$ cat config.mk
export PLATFORM = sky130hd
export DESIGN_NAME = agwc_cfg_regs_flat
export DESIGN_NICKNAME = d
export VERILOG_FILES = /design/src/rtl/core/agwc_pkg.sv /design/src/rtl/core/agwc_if.sv /design/src/rtl/core/agwc_cfg_regs.sv /design/src/flat_wrapper.sv
export SDC_FILE = /design/constraint.sdc
export NUM_CORES = 1
export LEC_CHECK = 0
export ABC_AREA = 1
export BUFFER_PORTS_ARGS = -buffer_cell sky130_fd_sc_hd__clkbuf_2
export CAP_MARGIN = 25
export CORE_ASPECT_RATIO = 0.7
export CORE_MARGIN = 3
export CORE_UTILIZATION = 25
export DETAILED_ROUTE_END_ITERATION = 7
export PLACE_DENSITY = 0.56
export RECOVER_POWER = 25
export SLEW_MARGIN = 5
export SYNTH_ARGS = -nofsm -noshare
export SYNTH_HDL_FRONTEND = slang
export SYNTH_SLANG_ARGS = --single-unit
$ cat constraint.sdc
create_clock -name i_clk -period 1.55 [get_ports i_clk]
set_input_delay 0 -clock i_clk [delete_from_list [all_inputs] [get_ports i_clk]]
set_output_delay 0 -clock i_clk [all_outputs]
set_load 0.01 [all_outputs]
$ cat src/rtl/core/agwc_pkg.sv
// ----------------------------------------------------------------------------
// agwc_pkg
// widths, register codes, reset values and shared types of the guard checker
// ----------------------------------------------------------------------------
package agwc_pkg;

    // number of tracked streams
    localparam int unsigned STREAMS = 16;
    localparam int unsigned SLOT_W  = (STREAMS > 1) ? $clog2(STREAMS) : 1;

    // field widths
    localparam int unsigned IDX_W      = 4;
    localparam int unsigned TIME_W     = 48;
    localparam int unsigned INTERVAL_W = 40;
    localparam int unsigned GUARD_W    = 32;
    localparam int unsigned GAIN_W     = 16;
    localparam int unsigned FRAC_W     = 12;

    // split multiply of gain by the 48-bit error
    localparam int unsigned PART_W = TIME_W / 2;
    localparam int unsigned PROD_W = GAIN_W + PART_W;
    localparam int unsigned RAW_W  = TIME_W + GAIN_W - FRAC_W + 1;

    // stream memory word: expected time over last absolute error
    localparam int unsigned RAM_W = 2 * TIME_W;

    // configuration port
    localparam int unsigned CFG_IDX_W  = 3;
    localparam int unsigned CFG_DATA_W = INTERVAL_W;

    localparam logic [CFG_IDX_W-1:0] REG_INTERVAL  = CFG_IDX_W'(0);
    localparam logic [CFG_IDX_W-1:0] REG_BASE      = CFG_IDX_W'(1);
    localparam logic [CFG_IDX_W-1:0] REG_GAIN      = CFG_IDX_W'(2);
    localparam logic [CFG_IDX_W-1:0] REG_MIN_GUARD = CFG_IDX_W'(3);
    localparam logic [CFG_IDX_W-1:0] REG_MAX_GUARD = CFG_IDX_W'(4);

    localparam logic [INTERVAL_W-1:0] RST_INTERVAL  = INTERVAL_W'(64'd30000000000);
    localparam logic [GUARD_W-1:0]    RST_BASE      = GUARD_W'(50000);
    localparam logic [GAIN_W-1:0]     RST_GAIN      = GAIN_W'(2048);
    localparam logic [GUARD_W-1:0]    RST_MIN_GUARD = GUARD_W'(10000);
    localparam logic [GUARD_W-1:0]    RST_MAX_GUARD = GUARD_W'(1000000);

    // live configuration
    typedef struct packed {
        logic [INTERVAL_W-1:0] interval;
        logic [GUARD_W-1:0]    base_guard;
        logic [GAIN_W-1:0]     gain;
        logic [GUARD_W-1:0]    min_guard;
        logic [GUARD_W-1:0]    max_guard;
    } t_cfg;

    // stream index to memory slot, folded modulo the stream count
    typedef logic [SLOT_W-1:0] t_slot;
    typedef t_slot t_slot_lut [2**IDX_W];

    function automatic t_slot_lut build_slot_lut();
        t_slot_lut lut;
        for (int i = 0; i < 2**IDX_W; i++) begin
            lut[i] = SLOT_W'(i % STREAMS);
        end
        return lut;
    endfunction

    localparam t_slot_lut SLOT_LUT = build_slot_lut();

endpackage

$ cat src/rtl/core/agwc_if.sv


// configuration write word
interface agwc_cfg_if;
    logic                              valid;
    logic                              ready;
    logic [agwc_pkg::CFG_IDX_W-1:0]    index;
    logic [agwc_pkg::CFG_DATA_W-1:0]   data;

    modport source (output valid, output index, output data, input ready);
    modport sink   (input valid, input index, input data, output ready);
endinterface

$ cat src/rtl/core/agwc_cfg_regs.sv
// ----------------------------------------------------------------------------
// agwc_cfg_regs
// configuration register file, written through the config channel
// ----------------------------------------------------------------------------
module agwc_cfg_regs (
    input  logic           i_clk,
    input  logic           i_rst_n,
    agwc_cfg_if.sink       i_cfg,
    output agwc_pkg::t_cfg o_cfg
);

    agwc_pkg::t_cfg r_cfg;

    // always ready, each write is registered and visible the cycle after it is taken
    assign i_cfg.ready = 1'b1;

    // register writes, unknown indexes dropped
    always_ff @(posedge i_clk) begin
        if (!i_rst_n) begin
            r_cfg.interval   <= agwc_pkg::RST_INTERVAL;
            r_cfg.base_guard <= agwc_pkg::RST_BASE;
            r_cfg.gain       <= agwc_pkg::RST_GAIN;
            r_cfg.min_guard  <= agwc_pkg::RST_MIN_GUARD;
            r_cfg.max_guard  <= agwc_pkg::RST_MAX_GUARD;
        end else if (i_cfg.valid) begin
            case (i_cfg.index)
                agwc_pkg::REG_INTERVAL: begin
                    r_cfg.interval <= i_cfg.data[agwc_pkg::INTERVAL_W-1:0];
                end
                agwc_pkg::REG_BASE: begin
                    r_cfg.base_guard <= i_cfg.data[agwc_pkg::GUARD_W-1:0];
                end
                agwc_pkg::REG_GAIN: begin
                    r_cfg.gain <= i_cfg.data[agwc_pkg::GAIN_W-1:0];
                end
                agwc_pkg::REG_MIN_GUARD: begin
                    r_cfg.min_guard <= i_cfg.data[agwc_pkg::GUARD_W-1:0];
                end
                agwc_pkg::REG_MAX_GUARD: begin
                    r_cfg.max_guard <= i_cfg.data[agwc_pkg::GUARD_W-1:0];
                end
                default: begin
                end
            endcase
        end
    end

    assign o_cfg = r_cfg;

endmodule

$ cat src/flat_wrapper.sv
// flat-port wrapper written by rule: the top's interface ports become plain ports
module agwc_cfg_regs_flat 
  (i_clk, i_rst_n, o_cfg, i_cfg_valid, i_cfg_index, i_cfg_data, i_cfg_ready);
  agwc_cfg_if i_cfg_i ();
  input  logic i_clk;
  input  logic i_rst_n;
  output agwc_pkg::t_cfg o_cfg;
  input wire logic [$bits(i_cfg_i.valid)-1:0] i_cfg_valid;
  input wire logic [$bits(i_cfg_i.index)-1:0] i_cfg_index;
  input wire logic [$bits(i_cfg_i.data)-1:0] i_cfg_data;
  output wire logic [$bits(i_cfg_i.ready)-1:0] i_cfg_ready;
  assign i_cfg_i.valid = i_cfg_valid;
  assign i_cfg_i.index = i_cfg_index;
  assign i_cfg_i.data = i_cfg_data;
  assign i_cfg_ready = i_cfg_i.ready;
  agwc_cfg_regs u_core (.i_clk(i_clk), .i_rst_n(i_rst_n), .i_cfg(i_cfg_i), .o_cfg(o_cfg));
endmodule
After elaboration in Yosys (flattened, before gate mapping) --
Index checks and enable logic that the tools add are counted.
Word-level totals: output and inout port bits 153, word-level logic and storage cells 15, bits of input ports 46, register bits after elaboration 152
Operators by class: eq/ne operators 4, reduce and logical (&&, ||, !) cells 6
Operator list (count):
- 2-bit AND reduction | 5
- 3-bit by 2-bit == test with 1-bit output (second input constant) | 2
- 3-bit by 1-bit == test with 1-bit output (second input constant) | 1
- 3-bit == test (second input constant) | 1
- 3-bit logical NOT | 1

Logic depth before layout (Yosys ltp) --
Gate-level depths: netlist (run 1).
depth after elaboration 2, gate-level depth with buffers 7

Worst setup path before layout (run 1) --
Ideal clock, no wire load.
path kind in2reg, from input port i_rst_n, to register u_core.r_cfg (netlist bit u_core.o_cfg[122]), buffers on the path 3, arrival time 678 ps, stages 4, setup time 130 ps, data required time 1420 ps, path slack 742 ps, cells stage by stage buf_2 buf_2 clkbuf_1 nand3_1
RTL lines:
- from (decl) | RTL line flat_wrapper.sv:6 | input logic i_rst_n;
- to (decl) | RTL line agwc_cfg_regs.sv:12 | agwc_pkg::t_cfg r_cfg;
No word-level cell between the ends.

Final worst setup path (run 1) --
from input port i_cfg_index[0], to register u_core.r_cfg (netlist bit u_core.o_cfg[23])
On the way: longest elaborated chain between the ends 2
Ends and longest elaborated chain:
- from (decl) | RTL line flat_wrapper.sv:9 | input wire logic [$bits(i_cfg_i.index)-1:0] i_cfg_index;
- 3-bit == test | RTL line agwc_cfg_regs.sv:26 | case (i_cfg.index)
- 2-bit AND reduction (no source line)
No other way between the ends. A chain may end at the register's enable or synchronous reset.

==> results.sh, run 1 <==
export IMPL_status="complete, no violations"
export IMPL_clkPwrFrac_pct=46.4
export IMPL_p_switching_mw=2.47
export IMPL_cts_root_buf="clkbuf_16"
export IMPL_sequentialPowerShare_pct=42.9
export IMPL_cp_end_kind="register"
export IMPL_largest_reg_flops=152
export IMPL_die_w_um=191
export IMPL_maxCapViolations=0
export IMPL_yosysSeqAreaShare_pct=50.9
export IMPL_wl_met2_mm=9.21
export IMPL_min_period_ps=1030
export IMPL_holdWs_ps=17.6
export IMPL_cp_slowest_cell="clkbuf_2"
export IMPL_intPower_mw=7.14
export IMPL_syn_area_per_cell_um2=7.06
export IMPL_ys_warnings_count=0
export IMPL_routedWlPerCell_um=16.3
export IMPL_dr_pass1_iters=5
export IMPL_grt_pass1_wl_mm=33.6
export IMPL_peakVddDrop_mv=0.719
export IMPL_syn_to_final_growth_pct=36.3
export IMPL_grt_overflow=0
export IMPL_core_mm2=0.0231
export IMPL_wl_met1_mm=11.5
export IMPL_grt_pass1_vias=5653
export IMPL_fin_tns_setup_ps=0
export IMPL_dp_hpwl_mm=15.7
export IMPL_leakage_nw=3.80
export IMPL_cp_slowest_stage_delay_ps=380
export IMPL_setup_viol=0
export IMPL_synth_seq_cells=152
export IMPL_stdcell_count=1380
export IMPL_power_frac_comb_pct=10.6
export IMPL_skew_ps=0
export IMPL_row_count=46
export IMPL_syn_num_nets=892
export IMPL_r2r_start="u_core.o_cfg[38]"
export IMPL_synthSimpleGateAreaFrac_pct=41.2
export IMPL_initial_core_util_pct=25.9
export IMPL_place_area_mm2=0.00730
export IMPL_n_fill_cell=2556
export IMPL_syn_inst=846
export IMPL_muxShareOfSynthArea_pct=0
export IMPL_p_sw_share_pct=25.7
export IMPL_ctsResizeCount=0
export IMPL_crit_top_cell="nor2_1"
export IMPL_p_per_area_mw_per_mm2=1180
export IMPL_highest_layer="met4"
export IMPL_ios=199
export IMPL_required_ps=1860
export IMPL_clk_pin_slew_ps=70
export IMPL_antenna_found_initial=0
export IMPL_avgViaCountPerCell=4.38
export IMPL_place_inst=1318
export IMPL_crit_type="primary input to register"
export IMPL_synth_xor_area_share_pct=0
export IMPL_ant_nets=0
export IMPL_grt_max_degree=62
export IMPL_port_buffers=197
export IMPL_cts_tree="yes"
export IMPL_insertedDiodeCount=0
export IMPL_min_from="i_cfg_data[20]"
export IMPL_synth_adder_area_share_pct=0
export IMPL_synth_top_family_by_area="simple AND/OR/NAND/NOR gates"
export IMPL_path_cells="clkbuf_1, inv_1, nand2_1, nor2_1, clkbuf_2, nor2_1, nor2_1"
export IMPL_tightest_slew_ps=671
export IMPL_hp_class="primary input to register"
export IMPL_nNetsFinal=1102
export IMPL_fin_util_pct=35.3
export IMPL_synth_area_mm2=0.00597
export IMPL_synth_compound_area_share_pct=0
export IMPL_synth_cell_types=16
export IMPL_fp_dieH_um=135
export IMPL_drt_iter0_markers=377
export IMPL_slew_headroom_pct=55.3
export IMPL_critPathLaunchType="primary input"
export IMPL_drcViolationCount=0
export IMPL_clk_latency_ps=420
export IMPL_dieArea_mm2=0.0258
export IMPL_fin_crit_sh_pct=66.5
export IMPL_cp_max_fo=25
export IMPL_hold_viol=0
export IMPL_clk_path_buf_depth=2
export IMPL_final_cell_area_mm2=0.00814
export IMPL_cts_buffers=17
export IMPL_vias=6039
export IMPL_layout_drive_gt1_share_pct=18.6
export IMPL_crit_path_start="i_cfg_index[0]"
export IMPL_routed_wl_mm=22.5
export IMPL_rsz0062_at_grt="no"
export IMPL_gp_congestion=0.804
export IMPL_track_usage_pct=17.3
export IMPL_htreeDepth=4
export IMPL_worstPathArrival_ps=1340
export IMPL_cts_sinks=152
export IMPL_fmax_ghz=0.971
export IMPL_final_max_slew_viol_count=0
export IMPL_wl_met3_mm=1.72
layout by cell type, fill, tap and decap left out, types with 2 or more instances in the layout:
| cell type | count |
|---|---|
| nor2_1 | 238 |
| nand2_1 | 196 |
| nand3_1 | 152 |
| dfxtp_1 | 152 |
| clkbuf_2 | 143 |
| clkbuf_1 | 57 |
| inv_1 | 41 |
| dlygate4sd3_1 | 31 |
| clkbuf_16 | 17 |
| buf_4 | 9 |
| nor2_4 | 7 |
| buf_12 | 7 |
| bufinv_16 | 4 |
| clkinv_4 | 3 |
| clkinv_2 | 3 |
| inv_2 | 2 |
| clkinvlp_4 | 2 |
layout make-up:
| type | count | area (um^2) | area share (%) |
|---|---|---|---|
| Inverter | 44 | 165 | 2.03 |
| Clock buffer | 19 | 443 | 5.44 |
| Timing Repair Buffer | 246 | 1440 | 17.7 |
| Clock inverter | 12 | 176 | 2.17 |
| Multi-Input combinational cell | 595 | 2480 | 30.4 |
| Tap cell | 312 | 390 | 4.80 |
| Sequential cell | 152 | 3040 | 37.4 |
power groups by stage:
stage | Combinational [mW] | Clock, mW | Sequential, mW
floorplan | 0.486 | 0 | 4.26
global placement | 0.981 | 0 | 4.21
detailed placement | 0.988 | 0 | 4.21
CTS | 1.05 | 4.55 | 4.13
global route | 1.13 | 4.73 | 4.14
finish | 1.02 | 4.46 | 4.12
kinds of logic after synthesis:
kind of cell,after synthesis
buffers and inverters,99
AND/OR/NAND/NOR,594
other,1
flip-flops,152
timing repair:
| action | CTS | global route |
|---|---|---|
| buffers inserted | 0 | 0 |
| hold endpoints to repair | 65 | 0 |
| hold buffers | 31 | 0 |
critical path: cells and delay by family:
kind	cells	cell delay [ps]
AND/OR/NAND/NOR	4	520
buffers and inverters	3	820
stage by stage:
stage	worst slack, ps	total power, mW
after floorplan	742	4.75
after global placement	430	5.19
after detailed placement	402	5.20
after CTS	510	9.72
after global routing	341	10.0
final	520	9.60
synth_stat cells, drive strengths merged:
master | instances | share of area [%]
nor2 | 245 | 16
nand2 | 197 | 12
dfxtp | 152 | 51
nand3 | 152 | 13
buf | 49 | 4.6
inv | 43 | 2.7
clkbuf | 6 | 0.38
clkinv | 1 | 0.063
conb | 1 | 0.063
worst paths after layout:
path | endpoint | slack, ps | cells past startpoint
worst max-delay path | u_core.o_cfg[23] | 520 | 7
worst min-delay path | u_core.o_cfg[20] | 20 | 5
worst max register to register | u_core.o_cfg[38] | 910 | 2
worst min register to register | u_core.o_cfg[40] | 470 | 2
metal layers:
| metal | track usage [%] | vias to the layer above |
|---|---|---|
| li1 | - | 3043 |
| met1 | 25.7 | 2786 |
| met2 | 24.5 | 201 |
| met3 | 5.25 | 9 |
| met4 | 3.42 | 0 |
| met5 | 0 | - |
Note: power is estimated with default switching activity, not from simulation.
==> run 2, diff against run 1 <==
- PLACE_DENSITY: 0.56 -> 0.58
- clock period: 1.55 -> 0.93 ns (I/O delays scaled with it)
==> run 2 against run 1 <==
Against the previous run: non-clock buffer count rose by 17; wire length fell by 0.90%; sequential power rose by 68%; largest power group unchanged; setup slack got worse by 490 ps; combinational power rose by 88%; clock power rose by 63%; sequential share of layout area fell by 1.6 points; power rose by 68%; sequential cell count did not move; clock-buffer cell count fell by 1.
==> results.sh, run 2 (synthesis gave the netlist of run 1 again) <==
export IMPL_postLayoutSetupSlackWorst_ps=26.9
export IMPL_layout_drive_gt1_share_pct=37.1
export IMPL_final_cell_area_mm2=0.00898
export IMPL_drt_iter0_markers=342
export IMPL_gp_congestion=0.797
export IMPL_r2r_start="u_core.o_cfg[4]"
export IMPL_port_buffers=197
export IMPL_rsz0062_at_grt="yes"
export IMPL_avgViaCountPerCell=4.36
export IMPL_critPathLaunchType="register"
export IMPL_final_cell_mix="236 x nor2_1, 196 x nand2_1, 152 x nand3_1"
export IMPL_clkPwrFrac_pct=45.1
export IMPL_htreeDepth=4
export IMPL_required_ps=930
export IMPL_fmax_ghz=1.11
export IMPL_die_w_um=191
export IMPL_dp_hpwl_mm=16.0
export IMPL_drcViolationCount=0
export IMPL_p_per_area_mw_per_mm2=1790
export IMPL_antenna_found_initial=1
export IMPL_min_period_ps=903
export IMPL_worstPathArrival_ps=900
export IMPL_status="complete, no violations"
export IMPL_routed_wl_mm=22.3
export IMPL_crit_cells=1
export IMPL_grt_pass1_vias=5643
export IMPL_peakVddDrop_mv=1.30
export IMPL_ant_nets=0
export IMPL_critPathTopFamily="flip-flops"
export IMPL_min_from="i_cfg_data[1]"
export IMPL_sequentialPowerShare_pct=43.0
export IMPL_cts_tree="yes"
export IMPL_dieArea_mm2=0.0258
export IMPL_hp_class="primary input to register"
export IMPL_nNetsFinal=1119
export IMPL_dr_pass1_iters=5
export IMPL_cts_root_buf="clkbuf_16"
export IMPL_core_mm2=0.0231
export IMPL_setup_viol=0
export IMPL_cts_sinks=152
export IMPL_dp_slack_ps=-130
export IMPL_largest_reg_flops=152
export IMPL_finalPower_mw=16.1
export IMPL_vias=6087
export IMPL_layout_commonest_cell="nor2_1"
export IMPL_reg2reg_depth=2
export IMPL_n_fill_cell=2384
export IMPL_cp_slowest_stage_delay_ps=330
export IMPL_grt_overflow=0
export IMPL_fin_tns_setup_ps=0
export IMPL_p_switching_mw=4.20
export IMPL_clk_latency_ps=430
export IMPL_cp_end_kind="primary output"
export IMPL_skew_ps=0
export IMPL_p_sw_share_pct=26.1
export IMPL_r2r_slack_ps=320
export IMPL_cp_slowest_cell="dfxtp_2"
export IMPL_intPower_mw=11.9
export IMPL_insertedDiodeCount=0
export IMPL_fp_dieH_um=135
export IMPL_grt_pass1_wl_mm=33.7
export IMPL_power_frac_comb_pct=11.9
export IMPL_fin_crit_sh_pct=97.1
export IMPL_clk_pin_slew_ps=70
export IMPL_crit_path_start="u_core.o_cfg[98]"
export IMPL_place_area_mm2=0.00754
export IMPL_crit_buf_inv=1
export IMPL_clk_path_buf_depth=2
export IMPL_cp_endpoint="o_cfg[98]"
export IMPL_maxCapViolations=0
export IMPL_track_usage_pct=17.3
export IMPL_timing_rr_end="u_core.o_cfg[4]"
export IMPL_grt_max_degree=43
export IMPL_crit_type="register to primary output"
export IMPL_final_max_slew_viol_count=0
export IMPL_routedWlPerCell_um=16.0
export IMPL_leakage_nw=4.21
export IMPL_cts_buffers=17
export IMPL_syn_to_final_growth_pct=50.3
export IMPL_ios=199
export IMPL_cp_max_fo=2
export IMPL_path_cells="clkbuf_8"
export IMPL_initial_core_util_pct=25.9
export IMPL_row_count=46
export IMPL_hold_viol=0
[run 2: cell count changes in the layout (fill, tap and decap cells not counted), sizes merged]
| cell | before | now |
|---|---|---|
| buf | 16 | 128 |
| clkbuf | 218 | 120 |
| clkinv | 7 | 4 |
| clkinvlp | 2 | 5 |
| dlygate4sd3 | 31 | 33 |
| inv | 43 | 45 |
| bufinv | 4 | 3 |
[run 2: per-stage QoR]
| step | cells | util, % | hold WS, ps |
|---|---|---|---|
| floorplan | 846 | - | 113 |
| global placement | 1333 | 32.7 | 202 |
| detailed placement | 1333 | 32.7 | 210 |
| CTS | 1397 | 37.8 | 2.92 |
| global route | 1397 | 38.9 | 32.2 |
| finish | 1397 | 38.9 | 24.1 |
[run 2: per-layer routing]
layer / vias up / routed length, um / global-route usage (%)
met5: - / 13 / 0
met4: 2 / 205 / 4.15
met3: 18 / 1920 / 5.64
met2: 234 / 8980 / 23.8
met1: 2756 / 11200 / 25.7
li1: 3077 / - / -
[run 2: how the worst min path moves through the flow]
stage          slack (ps)  cells after the start                end
6_report               20                      5   u_core.o_cfg[33]
5_1_grt                30                      5   u_core.o_cfg[65]
4_1_cts                 3                      5   u_core.o_cfg[69]
3_5_place_dp          210                      3  u_core.o_cfg[146]
3_3_place_gp          200                      3  u_core.o_cfg[146]
2_1_floorplan         110                      2  u_core.o_cfg[122]
[run 2: power groups by stage]
stage          logic, mW  registers [mW]  clock network (mW)
2_1_floorplan      0.811            7.10                   0
3_3_place_gp        1.72            7.02                   0
3_5_place_dp        1.73            7.02                   0
4_1_cts             1.88            6.90                7.43
5_1_grt             2.11            6.95                7.71
6_report            1.92            6.92                7.25
[run 2: final cells by class]
cell class	instances	area, um^2	area share (%)
Clock buffer	18	439	4.89
Sequential cell	152	3210	35.8
Timing Repair Buffer	263	2120	23.6
Tap cell	312	390	4.35
Inverter	44	165	1.84
Multi-Input combinational cell	595	2480	27.7
Clock inverter	13	171	1.91
[run 2: what timing repair did]
action | in CTS | in global routing
setup buffers | 0 | 0
setup endpoints to repair | 97 | 124
endpoints found under the hold margin | 82 | 0
hold buffers | 33 | 0
gates cloned | 0 | 0
resized for setup | 119 | 168
==> run 3, diff against run 2 <==
- CORE_ASPECT_RATIO: 0.7 -> 1.2
==> run 3 against run 2 <==
Against the previous run: cell count grew 1.2%; core utilization shrank 0.72 points; sequential power is essentially flat; clock power grew 0.7%; critical path depth is the same; largest cell class unchanged; largest power group unchanged.
==> results.sh, run 3 (synthesis gave the netlist of run 1 again) <==
export IMPL_htreeDepth=4
export IMPL_holdPathEnd="u_core.o_cfg[64]"
export IMPL_ant_nets=0
export IMPL_place_area_mm2=0.00768
export IMPL_intPower_mw=12.2
export IMPL_min_period_ps=907
export IMPL_drcViolationCount=0
export IMPL_p_switching_mw=3.97
export IMPL_crit_type="register to primary output"
export IMPL_ios=199
export IMPL_cts_buffers=17
export IMPL_fmax_ghz=1.10
export IMPL_cp_max_fo=2
export IMPL_die_w_um=147
export IMPL_layout_drive_gt1_share_pct=35.3
export IMPL_grt_overflow=0
export IMPL_fin_crit_sh_pct=97.6
export IMPL_clkPwrFrac_pct=45.3
export IMPL_worstPathArrival_ps=910
export IMPL_hold_viol=0
export IMPL_setup_viol=0
export IMPL_dr_pass1_iters=5
export IMPL_timing_rr_end="u_core.o_cfg[126]"
export IMPL_critPathTopFamily="flip-flops"
export IMPL_grt_pass1_wl_mm=32.7
export IMPL_reg2reg_depth=3
export IMPL_vias=6158
export IMPL_min_from="i_cfg_data[0]"
export IMPL_min_path_cells=5
export IMPL_final_max_slew_viol_count=0
export IMPL_cp_slowest_cell="dfxtp_1"
export IMPL_peakVddDrop_mv=1.14
export IMPL_cts_sinks=152
export IMPL_largest_reg_flops=152
export IMPL_gp_congestion=0.772
export IMPL_layout_commonest_cell="nor2_1"
export IMPL_clk_path_buf_depth=2
export IMPL_dieArea_mm2=0.0258
export IMPL_status="complete, no violations"
export IMPL_maxCapViolations=0
export IMPL_r2r_start="u_core.o_cfg[126]"
export IMPL_postLayoutSetupSlackWorst_ps=22.6
export IMPL_cp_end_kind="primary output"
export IMPL_holdWs_ps=24.0
export IMPL_syn_to_final_growth_pct=49.3
export IMPL_p_per_area_mw_per_mm2=1810
export IMPL_drt_iter0_markers=293
export IMPL_required_ps=930
export IMPL_avgViaCountPerCell=4.36
export IMPL_final_cell_area_mm2=0.00892
export IMPL_row_count=61
export IMPL_cts_root_buf="clkbuf_16"
export IMPL_fin_util_pct=38.2
export IMPL_nNetsFinal=1136
export IMPL_crit_buf_inv=1
export IMPL_leakage_nw=4.25
export IMPL_finalPower_mw=16.1
export IMPL_grt_pass1_vias=5736
export IMPL_path_cells="buf_2"
export IMPL_place_inst=1349
export IMPL_antenna_found_initial=0
export IMPL_sequentialPowerShare_pct=42.9
export IMPL_p_sw_share_pct=24.6
export IMPL_dp_hpwl_mm=15.5
export IMPL_initial_core_util_pct=25.6
export IMPL_fp_dieH_um=175
export IMPL_cp_slowest_stage_delay_ps=340
export IMPL_grt_max_degree=52
export IMPL_r2r_slack_ps=250
export IMPL_insertedDiodeCount=0
export IMPL_cts_tree="yes"
export IMPL_core_mm2=0.0234
export IMPL_track_usage_pct=16.4
export IMPL_power_frac_comb_pct=11.8
export IMPL_routedWlPerCell_um=15.3
export IMPL_clk_latency_ps=420
export IMPL_skew_ps=0
export IMPL_port_buffers=197
export IMPL_clk_pin_slew_ps=60
export IMPL_dp_slack_ps=-83.5
export IMPL_routed_wl_mm=21.6
export IMPL_hp_class="primary input to register"
export IMPL_critPathLaunchType="register"
export IMPL_stdcell_count=1414
export IMPL_final_cell_mix="236 x nor2_1, 196 x nand2_1, 152 x nand3_1"
export IMPL_fin_tns_setup_ps=0
==> run 3: worst max-delay path by stage <==
stage,start,end,slack [ps],depth (start not counted)
6_report,u_core.o_cfg[108],o_cfg[108],20,1
4_1_cts,u_core.o_cfg[138],o_cfg[138],-6,1
2_1_floorplan,i_rst_n,u_core.o_cfg[122],120,4
3_5_place_dp,i_cfg_valid,u_core.o_cfg[141],-80,8
3_3_place_gp,i_cfg_index[2],u_core.o_cfg[105],-70,7
5_1_grt,u_core.o_cfg[26],o_cfg[26],-8,1
==> run 3: layout make-up <==
| class | instances | area, um^2 |
|---|---|---|
| multi-input cells | 595 | 2490 |
| inverters | 44 | 165 |
| flip-flops and latches | 152 | 3170 |
| fillers | 2480 | 14400 |
| well taps | 315 | 394 |
| clock buffers | 19 | 453 |
| repair buffers | 280 | 2090 |
| clock inverters | 9 | 151 |
==> run 3: power groups by stage <==
stage          Clock, mW  Combinational [mW]  Sequential, mW
4_1_cts             7.49                1.91            6.90
3_5_place_dp           0                1.77            7.02
5_1_grt             7.76                2.10            6.93
2_1_floorplan          0               0.811            7.10
6_report            7.30                1.91            6.91
3_3_place_gp           0                1.76            7.02
==> run 3: repair_timing <==
item / CTS / global route
setup buffers: 0 / 1
gates resized for setup: 77 / 116
hold endpoints to repair: 85 / 0
setup endpoints to repair: 65 / 87
hold buffers: 36 / 0
==> run 3: layer usage <==
metal | wire length [um] | up-vias | track usage (%)
met5 | 0 | - | 0
met4 | 537 | 0 | 6.25
met3 | 1160 | 34 | 3.66
met2 | 10300 | 209 | 27.4
met1 | 9600 | 2816 | 20.7
li1 | - | 3099 | -
